File: src/assert_macros.svh
// Assertion macros shared by the control responder RTL.
// Included by every file that carries concurrent assertions; no other dependencies.
`ifndef ASSERT_MACROS_SVH
`define ASSERT_MACROS_SVH

// Clocked property, disabled while reset is asserted (active low).
`define UCRR_ASSERT(name, clk, rst_n, prop, msg) \
  name: assert property (@(posedge clk) disable iff (!rst_n) prop) else $error(msg);

// Clocked property that is also checked during reset.
`define UCRR_ASSERT_ALWAYS(name, clk, prop, msg) \
  name: assert property (@(posedge clk) prop) else $error(msg);

`endif

File: src/ucrr_pkg.sv
// Package for the control endpoint responder: request codes, response kinds,
// state and job types, and the configuration descriptor table. No dependencies.
`timescale 1ns / 1ps

package ucrr_pkg;

  // Fixed packet size of the control pipe and defaults for the bulk endpoints.
  localparam int unsigned EP0_PACKET_BYTES      = 8;
  localparam int unsigned BULK_OUT_PACKET_BYTES = 64;
  localparam int unsigned BULK_IN_PACKET_BYTES  = 64;

  // Descriptor and reply lengths in bytes.
  localparam logic [6:0] DEV_DESC_LEN    = 7'd18;
  localparam logic [6:0] CFG_DESC_LEN    = 7'h43;
  localparam logic [6:0] LINE_CODING_LEN = 7'd7;
  localparam logic [6:0] STATUS_LEN      = 7'd2;
  localparam logic [6:0] GET_CONFIG_LEN  = 7'd1;

  // Descriptor selectors in wValue.
  localparam logic [15:0] DESC_DEVICE = 16'h0100;
  localparam logic [15:0] DESC_CONFIG = 16'h0200;

  // Request keys: bRequest in the high byte, bmRequestType in the low byte.
  localparam logic [15:0] RQ_GET_DESCRIPTOR = 16'h0680;
  localparam logic [15:0] RQ_SET_ADDRESS    = 16'h0500;
  localparam logic [15:0] RQ_SET_CONFIG     = 16'h0900;
  localparam logic [15:0] RQ_GET_CONFIG     = 16'h0880;
  localparam logic [15:0] RQ_STATUS_DEV     = 16'h0080;
  localparam logic [15:0] RQ_STATUS_IF      = 16'h0081;
  localparam logic [15:0] RQ_STATUS_EP      = 16'h0082;
  localparam logic [15:0] RQ_SETF_DEV       = 16'h0300;
  localparam logic [15:0] RQ_SETF_IF        = 16'h0301;
  localparam logic [15:0] RQ_SETF_EP        = 16'h0302;
  localparam logic [15:0] RQ_CLRF_DEV       = 16'h0100;
  localparam logic [15:0] RQ_CLRF_IF        = 16'h0101;
  localparam logic [15:0] RQ_CLRF_EP        = 16'h0102;
  localparam logic [15:0] RQ_SET_LINE       = 16'h2021;
  localparam logic [15:0] RQ_GET_LINE       = 16'h21A1;
  localparam logic [15:0] RQ_SET_CTRL       = 16'h2221;

  // Configuration register indexes.
  typedef enum logic [1:0] {
    CFG_VENDOR_ID,
    CFG_PRODUCT_ID,
    CFG_DEVICE_RELEASE,
    CFG_LINE_BAUD
  } cfg_reg_e;

  // Kinds of result items.
  typedef enum logic [1:0] {
    KIND_DATA,
    KIND_ZLP,
    KIND_STALL,
    KIND_RESET
  } rsp_kind_e;

  // Where the bytes of a data reply come from.
  typedef enum logic [1:0] {
    SRC_DEV,
    SRC_CFG,
    SRC_LINE,
    SRC_SHORT
  } src_e;

  // Device state held in the state memory.
  typedef struct packed {
    logic [6:0] addr;
    logic       addr_en;
    logic       configured;
    logic [7:0] config_value;
    logic [2:0] ep_en;
    logic [7:0] line_state;
  } dev_state_t;

  // One decoded setup item.
  typedef struct packed {
    logic        req_type;
    logic [7:0]  request_type;
    logic [7:0]  request_code;
    logic [15:0] setup_value;
    logic [15:0] setup_index;
    logic [15:0] setup_length;
  } req_t;

  // Reply job handed from the decoder to the packetizer.
  typedef struct packed {
    rsp_kind_e   kind;
    src_e        src;
    logic [6:0]  len;
    logic [15:0] short_word;
    dev_state_t  post;
  } job_t;

  // Registered result item.
  typedef struct packed {
    rsp_kind_e   kind;
    logic [63:0] bytes;
    logic [3:0]  count;
    logic        last;
    dev_state_t  post;
  } rsp_t;

  // Configuration descriptor, eight bytes per word, first byte in the low bits.
  // The bulk packet size bytes are left zero here and patched in by the packetizer.
  function automatic logic [63:0] cfg_rom_word(input logic [3:0] idx);
    logic [63:0] w;
    unique case (idx)
      4'd0:    w = 64'hC000_0102_0043_0209;
      4'd1:    w = 64'h0202_0100_0004_0900;
      4'd2:    w = 64'h0401_1000_2405_0000;
      4'd3:    w = 64'h0100_0624_0500_0224;
      4'd4:    w = 64'h8305_0701_0001_2405;
      4'd5:    w = 64'h0001_0409_FF00_0803;
      4'd6:    w = 64'h0105_0700_0000_0A02;
      4'd7:    w = 64'h0282_0507_0000_0002;
      default: w = 64'h0;
    endcase
    return w;
  endfunction

endpackage

File: src/ucrr_if.sv
// Valid/ready channel interfaces of the control responder: setup items in,
// result items out. No dependencies.
`timescale 1ns / 1ps

interface ucrr_req_if;
  logic        valid;
  logic        ready;
  logic        req_type;
  logic [7:0]  request_type;
  logic [7:0]  request_code;
  logic [15:0] setup_value;
  logic [15:0] setup_index;
  logic [15:0] setup_length;

  modport source (
    output valid, req_type, request_type, request_code,
           setup_value, setup_index, setup_length,
    input  ready
  );
  modport sink (
    input  valid, req_type, request_type, request_code,
           setup_value, setup_index, setup_length,
    output ready
  );
endinterface

interface ucrr_rsp_if;
  logic        valid;
  logic        ready;
  logic [1:0]  response_kind;
  logic [63:0] packet_bytes;
  logic [3:0]  byte_count;
  logic        last_packet;
  logic [6:0]  address_out;
  logic        address_valid;
  logic        configured_out;
  logic [2:0]  endpoint_enable_mask;
  logic [7:0]  line_state_out;

  modport source (
    output valid, response_kind, packet_bytes, byte_count, last_packet,
           address_out, address_valid, configured_out,
           endpoint_enable_mask, line_state_out,
    input  ready
  );
  modport sink (
    input  valid, response_kind, packet_bytes, byte_count, last_packet,
           address_out, address_valid, configured_out,
           endpoint_enable_mask, line_state_out,
    output ready
  );
endinterface

File: src/usb_control_request_responder_core.sv
//  Channel   Direction  Handshake        Item
//  setup_i   in         valid / ready    setup packet or end of bus reset
//  resp_o    out        valid / ready    data packet, status, stall or reset ack
//  cfg_*     in         write enable     vendor, product, release, baud registers
// An accepted item reads the device state memory on its accepting edge and then
// waits in the decode stage while the previous reply is still sent. Replies
// leave at one packet per cycle while the output is not stalled, one packet per
// 8 data bytes and at least one. The first result item passes the decode, job
// and output registers. Reset clears all control state at once; a stalled
// output holds its item while the next one is decoded.
// Depends on ucrr_pkg, ucrr_if.sv, ucrr_packetizer and assert_macros.svh.
`timescale 1ns / 1ps
`include "assert_macros.svh"

module usb_control_request_responder_core
  import ucrr_pkg::*;
#(
  parameter int unsigned BULK_OUT_BYTES = BULK_OUT_PACKET_BYTES,
  parameter int unsigned BULK_IN_BYTES  = BULK_IN_PACKET_BYTES
) (
  input  logic        clk_i,
  input  logic        rst_ni,
  input  logic        cfg_we_i,
  input  logic [1:0]  cfg_addr_i,
  input  logic [31:0] cfg_wdata_i,
  ucrr_req_if.sink    setup_i,
  ucrr_rsp_if.source  resp_o
);

  logic [15:0] vendor_id_q;
  logic [15:0] product_id_q;
  logic [15:0] device_release_q;
  logic [31:0] line_baud_q;

  dev_state_t  state_mem_q [1];
  logic        state_vld_q;
  dev_state_t  rd_q;

  logic        b_valid_q;
  req_t        b_req_q;
  req_t        req_in;

  logic        in_acc;
  logic        b_adv;
  logic        st_we;
  dev_state_t  st_wdata;
  job_t        job;
  logic        job_ready;

  logic [15:0] key;
  logic [15:0] wval;
  logic [3:0]  ep;
  logic [15:0] wlen;
  logic [2:0]  ep_onehot;
  logic        ep_enabled;

  // Configuration registers.
  always_ff @(posedge clk_i or negedge rst_ni) begin
    if (!rst_ni) begin
      vendor_id_q      <= 16'd1003;
      product_id_q     <= 16'd24869;
      device_release_q <= 16'd272;
      line_baud_q      <= 32'd115200;
    end else if (cfg_we_i) begin
      unique case (cfg_reg_e'(cfg_addr_i))
        CFG_VENDOR_ID:      vendor_id_q      <= cfg_wdata_i[15:0];
        CFG_PRODUCT_ID:     product_id_q     <= cfg_wdata_i[15:0];
        CFG_DEVICE_RELEASE: device_release_q <= cfg_wdata_i[15:0];
        CFG_LINE_BAUD:      line_baud_q      <= cfg_wdata_i;
        default:            line_baud_q      <= line_baud_q;
      endcase
    end
  end

  // Input handshake: the decode stage takes an item when empty or moving on.
  assign b_adv         = b_valid_q && job_ready;
  assign setup_i.ready = !b_valid_q || job_ready;
  assign in_acc        = setup_i.valid && setup_i.ready;

  assign req_in = '{req_type:     setup_i.req_type,
                    request_type: setup_i.request_type,
                    request_code: setup_i.request_code,
                    setup_value:  setup_i.setup_value,
                    setup_index:  setup_i.setup_index,
                    setup_length: setup_i.setup_length};

  always_ff @(posedge clk_i or negedge rst_ni) begin
    if (!rst_ni) begin
      b_valid_q <= 1'b0;
    end else if (in_acc) begin
      b_valid_q <= 1'b1;
    end else if (b_adv) begin
      b_valid_q <= 1'b0;
    end
  end

  always_ff @(posedge clk_i) begin
    if (in_acc) begin
      b_req_q <= req_in;
    end
  end

  // State memory: one entry, written back by the decode stage. The read for a
  // new item forwards a write-back that lands on the same edge.
  assign st_we = b_adv;

  always_ff @(posedge clk_i) begin
    if (st_we) begin
      state_mem_q[0] <= st_wdata;
    end
  end

  always_ff @(posedge clk_i or negedge rst_ni) begin
    if (!rst_ni) begin
      state_vld_q <= 1'b0;
    end else if (st_we) begin
      state_vld_q <= 1'b1;
    end
  end

  always_ff @(posedge clk_i) begin
    if (in_acc) begin
      if (st_we) begin
        rd_q <= st_wdata;
      end else if (state_vld_q) begin
        rd_q <= state_mem_q[0];
      end else begin
        rd_q <= '0;
      end
    end
  end

  // Request fields used by the decoder.
  assign key  = {b_req_q.request_code, b_req_q.request_type};
  assign wval = b_req_q.setup_value;
  assign ep   = b_req_q.setup_index[3:0];
  assign wlen = b_req_q.setup_length;

  // Endpoint number as a bit of the enable mask; zero outside one to three.
  always_comb begin
    unique case (ep)
      4'd1:    ep_onehot = 3'b001;
      4'd2:    ep_onehot = 3'b010;
      4'd3:    ep_onehot = 3'b100;
      default: ep_onehot = 3'b000;
    endcase
  end

  assign ep_enabled = (ep == 4'd0) || ((rd_q.ep_en & ep_onehot) != 3'b000);

  // Decode: new state and the reply job.
  always_comb begin
    st_wdata       = rd_q;
    job.kind       = KIND_STALL;
    job.src        = SRC_SHORT;
    job.len        = '0;
    job.short_word = '0;
    priority if (b_req_q.req_type) begin
      // End of bus reset: everything but the line state goes back to zero.
      st_wdata.addr         = '0;
      st_wdata.addr_en      = 1'b0;
      st_wdata.configured   = 1'b0;
      st_wdata.config_value = '0;
      st_wdata.ep_en        = '0;
      job.kind              = KIND_RESET;
    end else begin
      unique case (key)
        RQ_GET_DESCRIPTOR: begin
          if (wval == DESC_DEVICE) begin
            job.kind = KIND_DATA;
            job.src  = SRC_DEV;
            job.len  = (wlen < 16'(DEV_DESC_LEN)) ? wlen[6:0] : DEV_DESC_LEN;
          end else if (wval == DESC_CONFIG) begin
            job.kind = KIND_DATA;
            job.src  = SRC_CFG;
            job.len  = (wlen < 16'(CFG_DESC_LEN)) ? wlen[6:0] : CFG_DESC_LEN;
          end
        end
        RQ_SET_ADDRESS: begin
          st_wdata.addr       = wval[6:0];
          st_wdata.addr_en    = (wval != 16'h0);
          st_wdata.configured = 1'b0;
          job.kind            = KIND_ZLP;
        end
        RQ_SET_CONFIG: begin
          st_wdata.config_value = wval[7:0];
          st_wdata.configured   = (wval != 16'h0);
          st_wdata.addr_en      = (wval == 16'h0);
          st_wdata.ep_en        = (wval != 16'h0) ? 3'b111 : 3'b000;
          job.kind              = KIND_ZLP;
        end
        RQ_GET_CONFIG: begin
          job.kind       = KIND_DATA;
          job.len        = GET_CONFIG_LEN;
          job.short_word = {8'h00, rd_q.config_value};
        end
        RQ_STATUS_DEV, RQ_STATUS_IF: begin
          job.kind = KIND_DATA;
          job.len  = STATUS_LEN;
        end
        RQ_STATUS_EP: begin
          if ((rd_q.configured && ep <= 4'd3) || (rd_q.addr_en && ep == 4'd0)) begin
            job.kind       = KIND_DATA;
            job.len        = STATUS_LEN;
            job.short_word = {15'h0, !ep_enabled};
          end
        end
        RQ_SETF_IF, RQ_CLRF_IF, RQ_SET_LINE: begin
          job.kind = KIND_ZLP;
        end
        RQ_SETF_EP, RQ_CLRF_EP: begin
          // Endpoint halt: a set disables the endpoint, a clear enables it.
          if (wval == 16'h0 && ep_onehot != 3'b000) begin
            if (key == RQ_SETF_EP) begin
              st_wdata.ep_en = rd_q.ep_en & ~ep_onehot;
            end else begin
              st_wdata.ep_en = rd_q.ep_en | ep_onehot;
            end
            job.kind = KIND_ZLP;
          end
        end
        RQ_GET_LINE: begin
          job.kind = KIND_DATA;
          job.src  = SRC_LINE;
          job.len  = (wlen < 16'(LINE_CODING_LEN)) ? wlen[6:0] : LINE_CODING_LEN;
        end
        RQ_SET_CTRL: begin
          st_wdata.line_state = wval[7:0];
          job.kind            = KIND_ZLP;
        end
        default: begin
          job.kind = KIND_STALL;
        end
      endcase
    end
    job.post = st_wdata;
  end

  ucrr_packetizer #(
    .BULK_OUT_BYTES (BULK_OUT_BYTES),
    .BULK_IN_BYTES  (BULK_IN_BYTES)
  ) u_packetizer (
    .clk_i            (clk_i),
    .rst_ni           (rst_ni),
    .job_valid_i      (b_valid_q),
    .job_i            (job),
    .job_ready_o      (job_ready),
    .vendor_id_i      (vendor_id_q),
    .product_id_i     (product_id_q),
    .device_release_i (device_release_q),
    .line_baud_i      (line_baud_q),
    .resp_o           (resp_o)
  );

  // A read that meets a write-back of the same edge sees the new state.
  `UCRR_ASSERT(a_state_fwd, clk_i, rst_ni, (in_acc && st_we) |=> (rd_q == $past(st_wdata)), "state forward lost")
  // A stalled decode stage keeps its item.
  `UCRR_ASSERT(a_decode_hold, clk_i, rst_ni, (b_valid_q && !b_adv) |=> (b_valid_q && $stable(b_req_q)), "decode item lost")
  // Bus reset leaves the control line state as it was.
  `UCRR_ASSERT(a_reset_line, clk_i, rst_ni, (st_we && b_req_q.req_type) |-> (st_wdata.line_state == rd_q.line_state), "line state changed by bus reset")

endmodule

File: src/ucrr_packetizer.sv
// Packetizer: splits one reply job into 8-byte result items and holds them in
// the output register. Depends on ucrr_pkg, ucrr_if.sv and assert_macros.svh.
`timescale 1ns / 1ps
`include "assert_macros.svh"

module ucrr_packetizer
  import ucrr_pkg::*;
#(
  parameter int unsigned BULK_OUT_BYTES = BULK_OUT_PACKET_BYTES,
  parameter int unsigned BULK_IN_BYTES  = BULK_IN_PACKET_BYTES
) (
  input  logic              clk_i,
  input  logic              rst_ni,
  input  logic              job_valid_i,
  input  job_t              job_i,
  output logic              job_ready_o,
  input  logic [15:0]       vendor_id_i,
  input  logic [15:0]       product_id_i,
  input  logic [15:0]       device_release_i,
  input  logic [31:0]       line_baud_i,
  ucrr_rsp_if.source        resp_o
);

  localparam logic [15:0] BulkOutW = 16'(BULK_OUT_BYTES);
  localparam logic [15:0] BulkInW  = 16'(BULK_IN_BYTES);

  logic        c_valid_q;
  job_t        job_q;
  logic [3:0]  pkt_q;
  logic        out_valid_q;
  rsp_t        out_q;

  logic        emit;
  logic        pkt_last;
  logic [6:0]  rem;
  logic [3:0]  cnt;
  logic [63:0] src_word;
  logic [63:0] cfg_word;
  logic [63:0] masked;
  rsp_t        out_d;

  // Bytes left from the current packet on, and the size of this packet.
  assign rem = job_q.len - {pkt_q, 3'b000};
  assign cnt = (rem >= 7'd8) ? 4'd8 : rem[3:0];

  // Configuration descriptor word with the bulk packet sizes filled in.
  always_comb begin
    cfg_word = cfg_rom_word(pkt_q);
    if (pkt_q == 4'd7) begin
      cfg_word[15:8]  = BulkOutW[7:0];
      cfg_word[23:16] = BulkOutW[15:8];
    end else if (pkt_q == 4'd8) begin
      cfg_word[7:0]   = BulkInW[7:0];
      cfg_word[15:8]  = BulkInW[15:8];
    end
  end

  // Select the eight source bytes of the current packet.
  always_comb begin
    src_word = '0;
    unique case (job_q.src)
      SRC_DEV: begin
        if (pkt_q == 4'd0) begin
          src_word = {8'(EP0_PACKET_BYTES), 56'h00_0002_0110_0112};
        end else if (pkt_q == 4'd1) begin
          src_word = {16'h0000, device_release_i, product_id_i, vendor_id_i};
        end else if (pkt_q == 4'd2) begin
          src_word = 64'h0100;
        end
      end
      SRC_CFG:   src_word = cfg_word;
      SRC_LINE:  src_word = {8'h00, 8'h08, 16'h0000, line_baud_i};
      SRC_SHORT: src_word = {48'h0, job_q.short_word};
      default:   src_word = '0;
    endcase
  end

  // Keep only the bytes that belong to this packet.
  always_comb begin
    masked = '0;
    for (int i = 0; i < 8; i++) begin
      if (4'(i) < cnt) begin
        masked[8*i +: 8] = src_word[8*i +: 8];
      end
    end
  end

  // Result item for the current packet; non-data replies are a single item.
  always_comb begin
    out_d.kind = job_q.kind;
    out_d.post = job_q.post;
    if (job_q.kind == KIND_DATA) begin
      out_d.bytes = masked;
      out_d.count = cnt;
      out_d.last  = (rem <= 7'd8);
    end else begin
      out_d.bytes = '0;
      out_d.count = '0;
      out_d.last  = 1'b1;
    end
  end

  assign pkt_last    = out_d.last;
  assign emit        = c_valid_q && (!out_valid_q || resp_o.ready);
  assign job_ready_o = !c_valid_q || (emit && pkt_last);

  // Control: job busy flag and output register valid.
  always_ff @(posedge clk_i or negedge rst_ni) begin
    if (!rst_ni) begin
      c_valid_q   <= 1'b0;
      out_valid_q <= 1'b0;
    end else begin
      if (job_valid_i && job_ready_o) begin
        c_valid_q <= 1'b1;
      end else if (emit && pkt_last) begin
        c_valid_q <= 1'b0;
      end
      if (emit) begin
        out_valid_q <= 1'b1;
      end else if (resp_o.ready) begin
        out_valid_q <= 1'b0;
      end
    end
  end

  // Payload: job, packet index and output item.
  always_ff @(posedge clk_i) begin
    if (job_valid_i && job_ready_o) begin
      job_q <= job_i;
      pkt_q <= 4'd0;
    end else if (emit) begin
      pkt_q <= pkt_q + 4'd1;
    end
    if (emit) begin
      out_q <= out_d;
    end
  end

  // Output channel.
  assign resp_o.valid                = out_valid_q;
  assign resp_o.response_kind        = out_q.kind;
  assign resp_o.packet_bytes         = out_q.bytes;
  assign resp_o.byte_count           = out_q.count;
  assign resp_o.last_packet          = out_q.last;
  assign resp_o.address_out          = out_q.post.addr;
  assign resp_o.address_valid        = out_q.post.addr_en;
  assign resp_o.configured_out       = out_q.post.configured;
  assign resp_o.endpoint_enable_mask = out_q.post.ep_en;
  assign resp_o.line_state_out       = out_q.post.line_state;

  // A reply never runs past nine packets.
  `UCRR_ASSERT(a_pkt_range, clk_i, rst_ni, c_valid_q |-> (pkt_q <= 4'd8), "packet index overrun")
  // Status, stall and reset replies are one empty, final item.
  `UCRR_ASSERT(a_nodata_item, clk_i, rst_ni, (emit && job_q.kind != KIND_DATA) |=> (resp_o.valid && resp_o.last_packet && resp_o.byte_count == 4'd0), "bad non-data item")
  // After the final packet the unit is free unless a new job was taken.
  `UCRR_ASSERT(a_job_done, clk_i, rst_ni, (emit && pkt_last) |=> (!c_valid_q || $past(job_valid_i)), "job not retired")

endmodule
File: src/flat_wrapper.sv
// flat-port wrapper written by rule: the top's interface ports become plain ports
module usb_control_request_responder_core_flat import ucrr_pkg::*;
#(
  parameter int unsigned BULK_OUT_BYTES = BULK_OUT_PACKET_BYTES,
  parameter int unsigned BULK_IN_BYTES  = BULK_IN_PACKET_BYTES
)
  (clk_i, rst_ni, cfg_we_i, cfg_addr_i, cfg_wdata_i, setup_i_valid, setup_i_req_type, setup_i_request_type, setup_i_request_code, setup_i_setup_value, setup_i_setup_index, setup_i_setup_length, setup_i_ready, resp_o_valid, resp_o_response_kind, resp_o_packet_bytes, resp_o_byte_count, resp_o_last_packet, resp_o_address_out, resp_o_address_valid, resp_o_configured_out, resp_o_endpoint_enable_mask, resp_o_line_state_out, resp_o_ready);
  ucrr_req_if setup_i_i ();
  ucrr_rsp_if resp_o_i ();
  input  logic clk_i;
  input  logic rst_ni;
  input  logic cfg_we_i;
  input  logic [1:0] cfg_addr_i;
  input  logic [31:0] cfg_wdata_i;
  input wire logic [$bits(setup_i_i.valid)-1:0] setup_i_valid;
  input wire logic [$bits(setup_i_i.req_type)-1:0] setup_i_req_type;
  input wire logic [$bits(setup_i_i.request_type)-1:0] setup_i_request_type;
  input wire logic [$bits(setup_i_i.request_code)-1:0] setup_i_request_code;
  input wire logic [$bits(setup_i_i.setup_value)-1:0] setup_i_setup_value;
  input wire logic [$bits(setup_i_i.setup_index)-1:0] setup_i_setup_index;
  input wire logic [$bits(setup_i_i.setup_length)-1:0] setup_i_setup_length;
  output wire logic [$bits(setup_i_i.ready)-1:0] setup_i_ready;
  output wire logic [$bits(resp_o_i.valid)-1:0] resp_o_valid;
  output wire logic [$bits(resp_o_i.response_kind)-1:0] resp_o_response_kind;
  output wire logic [$bits(resp_o_i.packet_bytes)-1:0] resp_o_packet_bytes;
  output wire logic [$bits(resp_o_i.byte_count)-1:0] resp_o_byte_count;
  output wire logic [$bits(resp_o_i.last_packet)-1:0] resp_o_last_packet;
  output wire logic [$bits(resp_o_i.address_out)-1:0] resp_o_address_out;
  output wire logic [$bits(resp_o_i.address_valid)-1:0] resp_o_address_valid;
  output wire logic [$bits(resp_o_i.configured_out)-1:0] resp_o_configured_out;
  output wire logic [$bits(resp_o_i.endpoint_enable_mask)-1:0] resp_o_endpoint_enable_mask;
  output wire logic [$bits(resp_o_i.line_state_out)-1:0] resp_o_line_state_out;
  input wire logic [$bits(resp_o_i.ready)-1:0] resp_o_ready;
  assign setup_i_i.valid = setup_i_valid;
  assign setup_i_i.req_type = setup_i_req_type;
  assign setup_i_i.request_type = setup_i_request_type;
  assign setup_i_i.request_code = setup_i_request_code;
  assign setup_i_i.setup_value = setup_i_setup_value;
  assign setup_i_i.setup_index = setup_i_setup_index;
  assign setup_i_i.setup_length = setup_i_setup_length;
  assign setup_i_ready = setup_i_i.ready;
  assign resp_o_valid = resp_o_i.valid;
  assign resp_o_response_kind = resp_o_i.response_kind;
  assign resp_o_packet_bytes = resp_o_i.packet_bytes;
  assign resp_o_byte_count = resp_o_i.byte_count;
  assign resp_o_last_packet = resp_o_i.last_packet;
  assign resp_o_address_out = resp_o_i.address_out;
  assign resp_o_address_valid = resp_o_i.address_valid;
  assign resp_o_configured_out = resp_o_i.configured_out;
  assign resp_o_endpoint_enable_mask = resp_o_i.endpoint_enable_mask;
  assign resp_o_line_state_out = resp_o_i.line_state_out;
  assign resp_o_i.ready = resp_o_ready;
  usb_control_request_responder_core #(.BULK_OUT_BYTES(BULK_OUT_BYTES), .BULK_IN_BYTES(BULK_IN_BYTES)) u_core (.clk_i(clk_i), .rst_ni(rst_ni), .cfg_we_i(cfg_we_i), .cfg_addr_i(cfg_addr_i), .cfg_wdata_i(cfg_wdata_i), .setup_i(setup_i_i), .resp_o(resp_o_i));
endmodule
File: config.mk
export PLATFORM = sky130hd
export DESIGN_NAME = usb_control_request_responder_core_flat
export DESIGN_NICKNAME = d
export VERILOG_FILES = /design/src/ucrr_pkg.sv /design/src/ucrr_if.sv /design/src/usb_control_request_responder_core.sv /design/src/ucrr_packetizer.sv /design/src/flat_wrapper.sv
export VERILOG_INCLUDE_DIRS = /design/src /design/src/src
export SDC_FILE = /design/constraint.sdc
export NUM_CORES = 1
export LEC_CHECK = 0
export BUFFER_PORTS_ARGS = -buffer_cell sky130_fd_sc_hd__buf_2
export CORE_ASPECT_RATIO = 0.8
export CORE_MARGIN = 1.5
export CORE_UTILIZATION = 58
export DETAILED_ROUTE_END_ITERATION = 6
export GPL_TIMING_DRIVEN = 0
export PLACE_DENSITY = 0.8
export REMOVE_ABC_BUFFERS = 1
export SLEW_MARGIN = 20
export SYNTH_ARGS = -nofsm -noshare
export SYNTH_HDL_FRONTEND = slang
export SYNTH_HIERARCHICAL = 1
export SYNTH_SLANG_ARGS = --single-unit
export TNS_END_PERCENT = 30
File: constraint.sdc
create_clock -name clk_i -period 6.4 [get_ports clk_i]
set_input_delay 0 -clock clk_i [delete_from_list [all_inputs] [get_ports clk_i]]
set_output_delay 0 -clock clk_i [all_outputs]
set_load 0.01 [all_outputs]
==> metrics.txt <==
status finished clean; Setup WS pre-CTS 1960 ps; CTS H-tree depth 2; CTS tree built; Hold WS 104 ps; Seq cells post-synth 358; Routed WL 34,700 um; vias in the first global route 9,987; CP required 6780 ps; Synth Area per Inst 14.1 um2; Clock Path Buffers 3; initial antenna violation count 0; Final TNS setup 0 ps; Clk Tree Root Cell clkbuf_16; post-synth top area share 49.5%; internal power 4.21 mW; Vias/cell 6.00; Total GRT Usage 26.5%; final antenna-violating net count 0; initial detailed-routing violation count 1,073; Max-Slew Margin vs Limit 23.4%; Fill cells 1,499; CTS buffer count 34; num rows 51; n_diodes 0; dominant cells by area after synthesis edfxtp_1, dfrtp_1, mux2_2; worst-margin pin slew 1140 ps; Unique masters post-synth 73; Post-synth EDFFs 242; RePlAce Congestion 0.873; Async SR Flop Fraction 23.5%; Clock Pin Slew Worst Setup and Hold Paths 70 ps; area occupied by multi-input gates 4440 um2; share of layout cells above drive strength 1 30.0%; DIE HEIGHT 145 um; clk_lat worst skew 520 ps; sequential power share 53.2%; cell breakdown of the critical path inv_1 -> ha_1 -> and3b_1 -> o211ai_2 -> nand2_1 -> o41ai_1 -> nand2_2 -> clkinv_2 -> nand2b_1 -> a21oi_1 -> a31o_2; DR pass1 iterations 6; Clock Sinks 358; Synth Instances 1,038; final std cells w/o fill 1,666; post-route minimum period 4550 ps; Overflow after GRT 0; post-synth top area cell edfxtp_1; CP max stage delay 780 ps; setup violation total in the final timing report 0; CORE AREA 24,600 um2; CP max-delay cell o41ai_1; leakage power 7.14 nW; clock share of power 36.5%; die area 26,300 um2; drt drc 0; P_sw 1.29 mW; worst vdd ir 0.226 mV; nature of the critical path endpoint flop; sequential element share of the synthesized area 68.4%; first-pass GRT wire length 54,500 um; dpl hpwl 21,500 um; I/O Pins 197; Area Overhead vs Synth 23.4%; final hold violations 0; startpoint types flop; Final Cycle Share 71.2%; Sw Ratio 23.5%; synthesized area 14,700 um2; Crit Path Category flop to flop; count of final max-slew check failures 0; RSZ-0062 raised after global routing false; Initial Utilization 59.7%; largest net degree at the start of global routing 58; critical path data arrival time 4930 ps; Hold WC Path Type input pin to flop; Setup Skew 20.6 ps; Max Cap Viol 0; Final Worst Setup Slack 1850 ps; fmax 220 MHz; Final nets 1,441; PwrDens 304 nW/um2; Top FF cell, synth edfxtp_1; routed len/inst 20.8 um; port bufs 179; Syn. warnings 6; dpl cells 1,514; Seq. cell area 10,000 um2; Comb power frac 10.3%; worst-path fanout max 45; Die Wd 181 um; vias 9,994
-- power by group through the flow --
stage	combinational (mW)	clock [mW]	sequential, mW
finish	0.569	2.01	2.92
CTS	0.565	2.03	2.92
global placement	0.474	0	2.96
global route	0.618	2.13	2.95
floorplan	0.298	0	2.95
detailed placement	0.518	0	2.96
-- state kept, by name (all words and copies together) (netlist names), 2 cells and up, named ones only --
register / count
u_core/u_packetizer/job_q: 47
u_core/u_packetizer/resp_o.address_out: 7
u_core/u_packetizer/resp_o.packet_bytes: 59
u_core/line_baud_q: 32
u_core/product_id_q: 16
u_core/device_release_q: 16
u_core/wlen: 16
u_core/state_mem_q: 28
u_core/b_req_q: 21
u_core/u_packetizer/resp_o.byte_count: 4
u_core/u_packetizer/pkt_q: 4
u_core/u_packetizer/resp_o.line_state_out: 8
u_core/rd_q: 28
u_core/u_packetizer/resp_o.endpoint_enable_mask: 3
u_core/vendor_id_q: 16
u_core/u_packetizer/resp_o.response_kind: 2
u_core/wval: 16
-- final cells by class --
| type | instances | area share [%] |
|---|---|---|
| clock buffers | 45 | 5.38 |
| clock inverters | 16 | 0.732 |
| inverters | 22 | 0.463 |
| multi-input cells | 622 | 24.5 |
| flip-flops and latches | 358 | 55.4 |
| well taps | 318 | 2.20 |
| repair buffers | 285 | 11.3 |
-- timing repair --
action | in CTS | in global routing
gates resized for setup | 0 | 0
endpoints found under the hold margin | 209 | 0
buffers inserted | 0 | 0
hold buffers | 90 | 0
-- cells in the final DEF, fill, tap and decap left out, types with 7 or more instances in the layout --
cell type / n
o21ai_0: 18
a21oi_1: 35
dfstp_2: 20
dlygate4sd3_1: 90
nor2_1: 83
nor4_1: 7
inv_1: 21
o31ai_1: 9
buf_2: 181
ha_1: 13
nor3_1: 17
a222oi_1: 15
or4_1: 9
mux2i_1: 23
a22o_1: 7
a22oi_1: 16
clkbuf_16: 36
and2_1: 21
dfrtp_1: 64
edfxtp_1: 242
conb_1: 13
nand2_1: 63
mux2_2: 103
and3_1: 17
dfxtp_1: 32
clkinv_2: 10
nand2b_1: 11
nand3_1: 37
-- final timing paths --
| kind | endpoint | startpoint | cells past startpoint | slack, ps |
|---|---|---|---|---|
| max in group asynchronous | u_core/line_baud_q[26] | rst_ni | 4 | 4430 |
| min reg2reg | u_core/u_packetizer/resp_o.configured_out | u_core/u_packetizer/job_q[19] | 0 | 410 |
| max reg2reg | u_core/rd_q[19] | u_core/u_packetizer/pkt_q[2] | 11 | 1850 |
| min in group asynchronous | u_core/state_vld_q | rst_ni | 3 | 480 |
| max | u_core/rd_q[19] | u_core/u_packetizer/pkt_q[2] | 11 | 1850 |
| min | u_core/vendor_id_q[6] | cfg_addr_i[0] | 4 | 100 |
-- layer usage --
layer	GRT usage, %	routed length [um]	up-vias
met2	43.7	16700	529
met3	4.24	2750	79
met4	9.12	959	0
li1	-	-	4469
met5	0	0	-
met1	35.9	14200	4917
-- logic make-up after synthesis --
family	synth area share (%)
flip-flops	68.4
AND/OR/NAND/NOR	11.3
AO/OA/AOI/OAI	7.09
multiplexers	9.47
buffers and inverters	2.06
adder cells (fa/ha/maj)	1.25
XOR/XNOR	0.358
other	0.0512
-- synthesized netlist by cell type, drive strengths merged (3+ instances only) --
master / number
o21ai: 20
inv: 21
clkbuf: 30
or4: 10
dfstp: 20
a221oi: 6
nand4: 5
nor3b: 5
xnor2: 3
nand2b: 11
a22o: 7
nand3b: 6
dfxtp: 32
a21o: 6
o31ai: 10
a31oi: 4
nor2: 83
nor4: 10
or3b: 3
nor3: 18
a22oi: 16
mux2: 103
and3: 17
mux2i: 23
or2: 5
xor2: 3
ha: 13
nand3: 38
a211oi: 3
or3: 4
a222oi: 15
nor4b: 3
and2: 24
a21oi: 35
o21a: 4
or4b: 3
edfxtp: 242
buf: 17
nor2b: 5
nand2: 64
dfrtp: 64
-- critical path: cells and delay by family (launching register included) --
kind	cells	cell delay [ps]
AND/OR/NAND/NOR	4	1290
buffers and inverters	2	940
adder cells (fa/ha/maj)	1	380
AO/OA/AOI/OAI	4	1270
flip-flops	1	530
-- stage by stage --
step / util, % / cell area (um2) / power, mW
global placement: 64.3 / 15800 / 3.44
detailed placement: 65.4 / 16100 / 3.48
floorplan: - / 14500 / 3.25
finish: 73.7 / 18100 / 5.50
global route: 73.7 / 18100 / 5.69
CTS: 73.6 / 18100 / 5.51
Note: power is estimated with default switching activity, not from simulation.
